$ cat src/rtl/kab_pkg.sv
// Shared types and constants for the k-th ancestor block.
// No dependencies; imported by the controller, the datapath and the top level.
`default_nettype none

package kab_pkg;

    localparam int NODE_W  = 10;            // node number field
    localparam int K_W     = 10;            // levels_up field
    localparam int ENTRY_W = NODE_W + 1;    // jump table entry: valid + node

    localparam logic OP_LOAD  = 1'b0;
    localparam logic OP_QUERY = 1'b1;

    typedef enum logic [3:0] {
        S_CLEAR,
        S_IDLE,
        S_RB_BELOW,
        S_RB_CHECK,
        S_RB_MID,
        S_Q_SCAN,
        S_Q_WAIT,
        S_HIT,
        S_MISS
    } t_state;

    typedef enum logic [3:0] {
        DP_NOP,
        DP_CLEAR,
        DP_LOAD,
        DP_CAPTURE,
        DP_RB_BELOW,
        DP_RB_MID,
        DP_RB_ZERO,
        DP_RB_COPY,
        DP_Q_READ,
        DP_Q_SKIP,
        DP_Q_TAKE,
        DP_RES_HIT,
        DP_RES_MISS
    } t_dp_op;

    typedef struct packed {
        t_dp_op op;
    } t_cmd;

    typedef struct packed {
        logic clear_last;   // clearing pass at last address
        logic rb_last;      // rebuild at last node of last level
        logic rd_valid;     // registered table read holds a valid entry
        logic node_bad;     // input beat node out of range
        logic has_upper;    // table has levels above the parent level
        logic q_bad;        // captured query cannot have an ancestor
        logic k_zero;       // no climb bits left
        logic k_bit;        // current climb bit
        logic out_busy;     // result slot full and stalled
    } t_status;

endpackage

`default_nettype wire

$ cat src/rtl/kab_ctrl.sv
// Controller state machine: clearing pass, loads, table rebuild, climb, result.
// Depends on kab_pkg; drives the datapath through t_cmd, reads t_status.
`default_nettype none

module kab_ctrl (
    input  wire logic             i_clk,
    input  wire logic             i_rst_n,
    input  wire logic             i_valid,
    input  wire logic             i_operation,
    output logic                  o_stall,
    input  wire kab_pkg::t_status i_status,
    output kab_pkg::t_cmd         o_cmd
);
    import kab_pkg::*;

    t_state r_state, n_state;
    logic   r_stale, n_stale;
    logic   take;

    assign take = i_valid && (r_state == S_IDLE);

    always_ff @(posedge i_clk) begin
        if (!i_rst_n) begin
            r_state <= S_CLEAR;
            r_stale <= 1'b0;
        end else begin
            r_state <= n_state;
            r_stale <= n_stale;
        end
    end

    // next state
    always_comb begin
        n_state = r_state;
        n_stale = r_stale;
        case (r_state)
            S_CLEAR: begin
                if (i_status.clear_last) n_state = S_IDLE;
            end
            S_IDLE: begin
                if (take) begin
                    if (i_operation == OP_LOAD) begin
                        if (!i_status.node_bad) n_stale = 1'b1;
                    end else begin
                        n_stale = 1'b0;
                        n_state = (r_stale && i_status.has_upper) ? S_RB_BELOW : S_Q_SCAN;
                    end
                end
            end
            S_RB_BELOW: n_state = S_RB_CHECK;
            S_RB_CHECK: begin
                if (i_status.rd_valid) n_state = S_RB_MID;
                else n_state = i_status.rb_last ? S_Q_SCAN : S_RB_BELOW;
            end
            S_RB_MID: n_state = i_status.rb_last ? S_Q_SCAN : S_RB_BELOW;
            S_Q_SCAN: begin
                if (i_status.q_bad)       n_state = S_MISS;
                else if (i_status.k_zero) n_state = S_HIT;
                else if (i_status.k_bit)  n_state = S_Q_WAIT;
            end
            S_Q_WAIT: n_state = i_status.rd_valid ? S_Q_SCAN : S_MISS;
            S_HIT, S_MISS: begin
                if (!i_status.out_busy) n_state = S_IDLE;
            end
            default: n_state = S_CLEAR;
        endcase
    end

    // datapath commands
    always_comb begin
        o_cmd.op = DP_NOP;
        case (r_state)
            S_CLEAR: o_cmd.op = DP_CLEAR;
            S_IDLE: begin
                if (take) begin
                    if (i_operation == OP_QUERY)   o_cmd.op = DP_CAPTURE;
                    else if (!i_status.node_bad) o_cmd.op = DP_LOAD;
                end
            end
            S_RB_BELOW: o_cmd.op = DP_RB_BELOW;
            S_RB_CHECK: o_cmd.op = i_status.rd_valid ? DP_RB_MID : DP_RB_ZERO;
            S_RB_MID:   o_cmd.op = DP_RB_COPY;
            S_Q_SCAN: begin
                if (!i_status.q_bad && !i_status.k_zero)
                    o_cmd.op = i_status.k_bit ? DP_Q_READ : DP_Q_SKIP;
            end
            S_Q_WAIT: begin
                if (i_status.rd_valid) o_cmd.op = DP_Q_TAKE;
            end
            S_HIT: begin
                if (!i_status.out_busy) o_cmd.op = DP_RES_HIT;
            end
            S_MISS: begin
                if (!i_status.out_busy) o_cmd.op = DP_RES_MISS;
            end
            default: o_cmd.op = DP_NOP;
        endcase
    end

    assign o_stall = (r_state != S_IDLE);

    a_rebuild_first: assert property (@(posedge i_clk) disable iff (!i_rst_n)
        (take && i_operation == OP_QUERY && r_stale && i_status.has_upper)
            |=> r_state == S_RB_BELOW)
        else $error("stale table not rebuilt before query");

    a_fresh_climb: assert property (@(posedge i_clk) disable iff (!i_rst_n)
        (r_state == S_Q_SCAN || r_state == S_Q_WAIT) |-> !r_stale)
        else $error("climb on stale table");

    a_wait_after_scan: assert property (@(posedge i_clk) disable iff (!i_rst_n)
        r_state == S_Q_WAIT |-> $past(r_state) == S_Q_SCAN)
        else $error("table wait without issued read");

endmodule

`default_nettype wire

$ cat config.mk
export PLATFORM = sky130hd
export DESIGN_NAME = kab_ctrl
export DESIGN_NICKNAME = d
export VERILOG_FILES = /design/src/rtl/kab_pkg.sv /design/src/rtl/kab_ctrl.sv
export SDC_FILE = /design/constraint.sdc
export NUM_CORES = 1
export LEC_CHECK = 0
export BUFFER_PORTS_ARGS = -buffer_cell sky130_fd_sc_hd__buf_2
export CAP_MARGIN = 10
export CORE_MARGIN = 2
export CORE_UTILIZATION = 45
export DETAILED_ROUTE_END_ITERATION = 16
export GPL_TIMING_DRIVEN = 0
export PLACE_DENSITY = 0.71
export SYNTH_ARGS = -nofsm -noshare
export SYNTH_HDL_FRONTEND = slang
export SYNTH_SLANG_ARGS = --single-unit
$ cat constraint.sdc
create_clock -name i_clk -period 1.9 [get_ports i_clk]
set_input_delay 0.095 -clock i_clk [delete_from_list [all_inputs] [get_ports i_clk]]
set_output_delay 0.095 -clock i_clk [all_outputs]
set_load 0.02 [all_outputs]
==> metrics.csv, run 1 <==
metric,value,unit
number of hold-slack violations in the final timing report,0,
PnR worst setup slack,157.3,ps
Final TNS setup,0,ps
top flip-flop cell by instance count after synthesis,sky130_fd_sc_hd__dfxtp_1,
I/O pin count,18,
number of H-tree branching levels,1,
worst setup skew after layout,3.382,ps
leading cell type by number of instances after synthesis,sky130_fd_sc_hd__nand2_1,
instance count of the mapped netlist,82,
most repeated library cell on the critical path,sky130_fd_sc_hd__buf_2,
clock tree buffer depth,2,
proportion of synthesized flip-flops having asynchronous set or reset,0,%
count of non-filler cells in the finished layout,118,
average via count per standard cell,5.831,
FMAX,0.5738,GHz
area share of the largest cell type after synthesis,16.13,%
die area,1692,µm²
transition time at the pin with the least slew margin,404.0,ps
number of synthesized flops with an enable pin,0,
YS warnings,0,
WS Path Type,flip-flop to output pin,
clock latency of the later-clocked register in the worst-skew pair,250,ps
CP Cell Sequence,buf_6 > buf_2 > nor2_1 > a31oi_1 > o221ai_1 > o2bb2ai_1 > buf_2,
data arrival time of the worst path,1650,ps
Leak,0.3033,nW
global routing usage on met2,33.98,%
post-route clock period utilization,91.72,%
largest area contributor in the synthesized netlist,sky130_fd_sc_hd__dfxtp_1,
maximum number of pins on one net before global-route repair,11,
average wire per standard cell,13.21,µm
number of storage elements in the synthesis netlist,5,
power density relative to cell area,1202,nW/µm²
via count,688,
total placed cells including tap cells,114,
RSZ-0062 raised after global routing,false,
number of hold buffers added after CTS,0,
pre-CTS setup slack,332.6,ps
standard-cell row count,13,
Syn Nets,95,
count of final setup violators,0,
worst IR drop on VDD,0.5821,mV
starting DRC count in detailed routing,23,
first-pass iteration count of the detailed router,4,
sequential fraction of the synthesis area,16.13,%
instance area at placement,724.4,µm²
slowest cell delay on critical path,400,ps
register clock-pin slew on the reported worst setup and hold paths,40,ps
diode insertion count for antenna repair,0,
run status,"finished, final reports clean",
starting utilization of the core area,47.69,%
"Net count, final",117,
CTS tree,done,
post-synth design cell area,620.6,µm²
dominant delay contributor by cell family on the critical path,buffers and inverters,
CTS sink count,5,
number of buffers created by CTS,3,
gr busiest metal,met2,
Setup crit start kind,flip-flop,
post-route DRC violation count,0,
met3 track utilization from global routing,5.435,%
CTS Root Cell,sky130_fd_sc_hd__clkbuf_4,
total length of routed wires,1559,µm
gr usage total,21.16,%
number of maximum-capacitance violations,0,
critical-path cell with the highest stage delay,sky130_fd_sc_hd__dfxtp_2,
pins over their slew limit,0,
multi-input logic area,460.4,µm²
PortBufs,17,
worst min-delay path class,input port to flip-flop,
average cell area after synthesis,7.568,µm²
share of final-layout standard cells stronger than drive strength 1,33.01,%
half-perimeter wire length of the detailed placement result,1240,µm
floorplan die height,41.14,µm
distinct cell type count of the synthesized netlist,41,
cells taking the most area after synthesis,"sky130_fd_sc_hd__dfxtp_1 (16%), sky130_fd_sc_hd__nand2_1 (6.7%), sky130_fd_sc_hd__o221ai_4 (4.2%)",
worst rel slew slack,72.99,%
final hold slack,130.9,ps
Die W,41.14,µm
capturing element type of the critical path,output pin,
synthesis-to-layout area growth,21.17,%
final critical path time including I/O delays and setup,1743,ps
Sequential Area,101.3,µm²
"Remaining Overflow, GRT",0,
data required time of the worst path,1800,ps
fillcell total,133,
fin area,752.0,µm²
first-pass GRT wire length,2332,µm
overall power consumption,904.2,µW
final core utilization,57.79,%
Core Region,1301,µm²
number of buffers and inverters on the critical path,3,
crit path max fanout,10,
met1 demand-to-capacity share in global routing,28.39,%
routability cong.,0.9106,
antenna violations before repair,0,
number of antenna-violating nets in the routed design,0,
top cell types by occurrence after synthesis,"sky130_fd_sc_hd__nand2_1 (11), sky130_fd_sc_hd__dfxtp_1 (5), sky130_fd_sc_hd__nor2_1 (5)",
post-CTS setup buffer count,0,
number of global-route vias before repair,553,
power by group:
group	internal, mW	switching (mW)	leakage [nW]
Clock	0.0797	0.0491	0.0150
Combinational	0.257	0.371	0.247
Sequential	0.133	0.0148	0.0413
worst register-to-register path, cell delays in order, from the launching register on:
cell,delay (ps)
sky130_fd_sc_hd__dfxtp_1,340
sky130_fd_sc_hd__buf_6,150
sky130_fd_sc_hd__nor4_4,280
sky130_fd_sc_hd__nand3_2,160
sky130_fd_sc_hd__o221ai_4,250
sky130_fd_sc_hd__nor2_2,60
sky130_fd_sc_hd__a32o_1,200
sequential cells by signal, indices dropped and copies added (netlist names):
signal and count:
r_stale 1, r_state 4
cell families (layout without fill, tap and decap cells):
kind of cell	count (synthesis)	in the layout	synth area share, %
AOI/OAI and AO/OA	27	27	34.48
buffers and inverters	10	31	9.676
DFF	5	5	16.13
muxes	1	1	1.613
and+or+nand+nor	39	39	38.11
what timing repair did:
action	4_1_cts	5_1_grt
endpoints found under the hold margin	0	0
setup endpoints to repair	0	3
resized for setup	0	1
layout make-up:
| type | count | area share (%) |
|---|---|---|
| tap | 15 | 2.496 |
| inverter | 3 | 1.498 |
| timing repair buffer | 17 | 11.31 |
| sequential | 5 | 13.48 |
| buffer | 7 | 6.489 |
| multi-input combinational | 67 | 61.23 |
| clock buffer | 4 | 3.494 |
final timing paths:
check        startpoint         end  slack [ps]  cells past startpoint
max          r_state[1]    o_cmd[0]         160                      7
min             i_rst_n     r_stale         130                      2
max reg2reg  r_state[3]  r_state[0]         350                      6
min reg2reg     r_stale     r_stale         500                      1
metal layers:
metal | part of all wire [%] | wire (µm) | vias to the layer above
met4 | 0.77 | 12 | 0
met3 | 7.4 | 115 | 3
met1 | 46 | 715 | 295
met5 | 0 | 0 | -
li1 | - | - | 355
met2 | 46 | 715 | 35
cell usage in the layout (no fill, tap or decap), drive strengths merged, types with 2 or more instances in the layout:
cell type and instances:
buf 23, nand2 11, o2bb2ai 2, o221ai 3, a31oi 2, or3 2
o21ai 6, a21oi 4, nor3 3, nor2 6, o31ai 2, inv 3
nor2b 4, nor4b 2, nand3 4, clkbuf 5, dfxtp 5
Power figures use the tool's default switching activity.
==> run 2: changes to the inputs <==
--- a/config.mk
+++ b/config.mk
@@ -9,6 +9,7 @@
 export CAP_MARGIN = 10
 export CORE_MARGIN = 2
 export CORE_UTILIZATION = 45
+export CTS_BUF_LIST = sky130_fd_sc_hd__clkbuf_16
 export DETAILED_ROUTE_END_ITERATION = 16
 export GPL_TIMING_DRIVEN = 0
 export PLACE_DENSITY = 0.71
==> metrics.csv, run 2 (same netlist as run 1, synthesis figures left out) <==
metric,value,unit,change
register clock-pin slew on the reported worst setup and hold paths,30,ps,was 40 ps
critical register-to-register path startpoint,r_state[2],,was r_state[3]
post-route DRC violation count,0,,unchanged
NetSw,458.3,µW,was 434.9 µW
clock latency of the later-clocked register in the worst-skew pair,230,ps,was 250 ps
"Net count, final",117,,unchanged
share of final-layout standard cells stronger than drive strength 1,33.01,%,unchanged
first-pass GRT wire length,2359,µm,was 2332 µm
Sequential Area,101.3,µm²,unchanged
CTS Root Cell,sky130_fd_sc_hd__clkbuf_16,,was sky130_fd_sc_hd__clkbuf_4
maximum number of pins on one net before global-route repair,11,,unchanged
CTS tree,done,,unchanged
combinational cell fraction of total power,56.1,%,was 69.4%
Final TNS setup,0,ps,unchanged
number of flip-flops in the largest register,4,,unchanged
number of maximum-capacitance violations,0,,unchanged
number of hold-slack violations in the final timing report,0,,unchanged
slowest cell delay on critical path,400,ps,about the same
"leading cell types in the layout, fill and taps excluded","sky130_fd_sc_hd__buf_2 (20), sky130_fd_sc_hd__nand2_1 (11), sky130_fd_sc_hd__nor2_1 (5)",,unchanged
power density relative to cell area,1393,nW/µm²,was 1202 nW/µm²
data arrival time of the worst path,1620,ps,was 1650 ps
total length of routed wires,1585,µm,was 1559 µm
critical-path cell with the highest stage delay,sky130_fd_sc_hd__dfxtp_2,,unchanged
Min-Delay Startpoint,i_rst_n,,unchanged
starting utilization of the core area,47.69,%,unchanged
Core Region,1301,µm²,unchanged
average via count per standard cell,5.839,,was 5.831
clock network power share,30.6,%,was 14.3%
antenna violations before repair,0,,unchanged
total placed cells including tap cells,114,,unchanged
post-route clock period utilization,90.38,%,was 91.72%
fillcell total,130,,was 133
"leading cell type in the layout, fill and taps excluded",sky130_fd_sc_hd__buf_2,,unchanged
gr usage total,21.69,%,was 21.16%
overall power consumption,1.121,mW,was 904.2 µW
count of non-filler cells in the finished layout,118,,unchanged
pins over their slew limit,0,,unchanged
FMAX,0.5823,GHz,was 0.5738 GHz
RSZ-0062 raised after global routing,false,,unchanged
number of hold buffers added after CTS,0,,unchanged
final core utilization,61.83,%,was 57.79%
data required time of the worst path,1800,ps,about the same
I/O pin count,18,,unchanged
worst IR drop on VDD,0.7126,mV,was 0.5821 mV
Leak,0.3306,nW,was 0.3033 nW
number of buffers and inverters on the critical path,3,,unchanged
die area,1692,µm²,unchanged
Switching Fraction,40.89,%,was 48.10%
number of buffers created by CTS,3,,unchanged
number of H-tree branching levels,1,,unchanged
first-pass iteration count of the detailed router,4,,unchanged
number of antenna-violating nets in the routed design,0,,unchanged
clock tree buffer depth,2,,unchanged
portion of total power attributed to sequential cells,13.3,%,was 16.3%
standard-cell row count,13,,unchanged
multi-input logic area,460.4,µm²,unchanged
run status,"finished, final reports clean",,unchanged
routability cong.,0.9106,,unchanged
Die W,41.14,µm,unchanged
PortBufs,17,,unchanged
most repeated library cell on the critical path,sky130_fd_sc_hd__buf_2,,unchanged
post-CTS setup buffer count,0,,unchanged
instance area at placement,724.4,µm²,unchanged
starting DRC count in detailed routing,21,,was 23
diode insertion count for antenna repair,0,,unchanged
fin area,804.5,µm²,was 752.0 µm²
"Remaining Overflow, GRT",0,,unchanged
largest reg by FF count,r_state,,unchanged
crit path max fanout,10,,unchanged
internal power contribution,662.6,µW,was 469.3 µW
synthesis-to-layout area growth,29.64,%,was 21.17%
final critical path time including I/O delays and setup,1717,ps,was 1743 ps
capturing element type of the critical path,output pin,,unchanged
transition time at the pin with the least slew margin,426.1,ps,was 404.0 ps
number of global-route vias before repair,555,,was 553
Top Registers,"r_state (4), r_stale (1)",,unchanged
CP Cell Sequence,buf_6 > buf_2 > nor2_1 > a31oi_1 > o221ai_1 > o2bb2ai_1 > buf_2,,unchanged
half-perimeter wire length of the detailed placement result,1240,µm,unchanged
worst setup path startpoint,r_state[1],,unchanged
dominant delay contributor by cell family on the critical path,buffers and inverters,,unchanged
worst min-delay path class,input port to flip-flop,,unchanged
WS Path Type,flip-flop to output pin,,unchanged
via count,689,,was 688
worst setup skew after layout,1.278,ps,was 3.382 ps
CTS sink count,5,,unchanged
floorplan die height,41.14,µm,unchanged
count of final setup violators,0,,unchanged
worst rel slew slack,71.59,%,was 72.99%
Setup crit start kind,flip-flop,,unchanged
average wire per standard cell,13.43,µm,was 13.21 µm
run 2: area by class of cell:
class                      count  area share [%]
multi-input combinational     67           57.23
sequential                     5           12.60
timing repair buffer          17           10.58
clock buffer                   3           9.331
buffer                         7           6.065
tap                           15           2.333
inverter                       3           1.400
clock inverter                 1          0.4666
run 2: timing repair:
item	4_1_cts	5_1_grt
endpoints found under the hold margin	0	0
resized for setup	0	1
setup endpoints to repair	0	3
run 2: path summary, 6_finish.rpt:
kind	end	slack, ps	cells past startpoint
worst max-delay path	o_cmd[0]	180	7
worst min-delay path	r_stale	150	2
worst max register to register	r_state[1]	340	7
worst min register to register	r_stale	500	1
run 2: power by group through the flow:
stage | sequential, mW | clock [mW] | combinational [mW]
finish | 0.149 | 0.342 | 0.629
global route | 0.151 | 0.355 | 0.688
CTS | 0.148 | 0.347 | 0.628
detailed placement | 0.149 | 0 | 0.624
global placement | 0.148 | 0 | 0.625
floorplan | 0.145 | 0 | 0.489
run 2: through the flow:
step	hold slack (ps)	setup WS, ps
6_report	154.4	182.7
2_1_floorplan	216.7	468.1
3_5_place_dp	388.0	332.6
4_1_cts	152.9	96.39
5_1_grt	159.5	72.25
3_3_place_gp	379.1	343.1
run 2: layer usage:
metal	GRT usage (%)	vias to the layer above	routed length (µm)
met2	33.98	36	738
met3	8.152	2	126
li1	-	353	-
met1	28.94	298	710
met4	2.419	0	10
met5	0	-	0
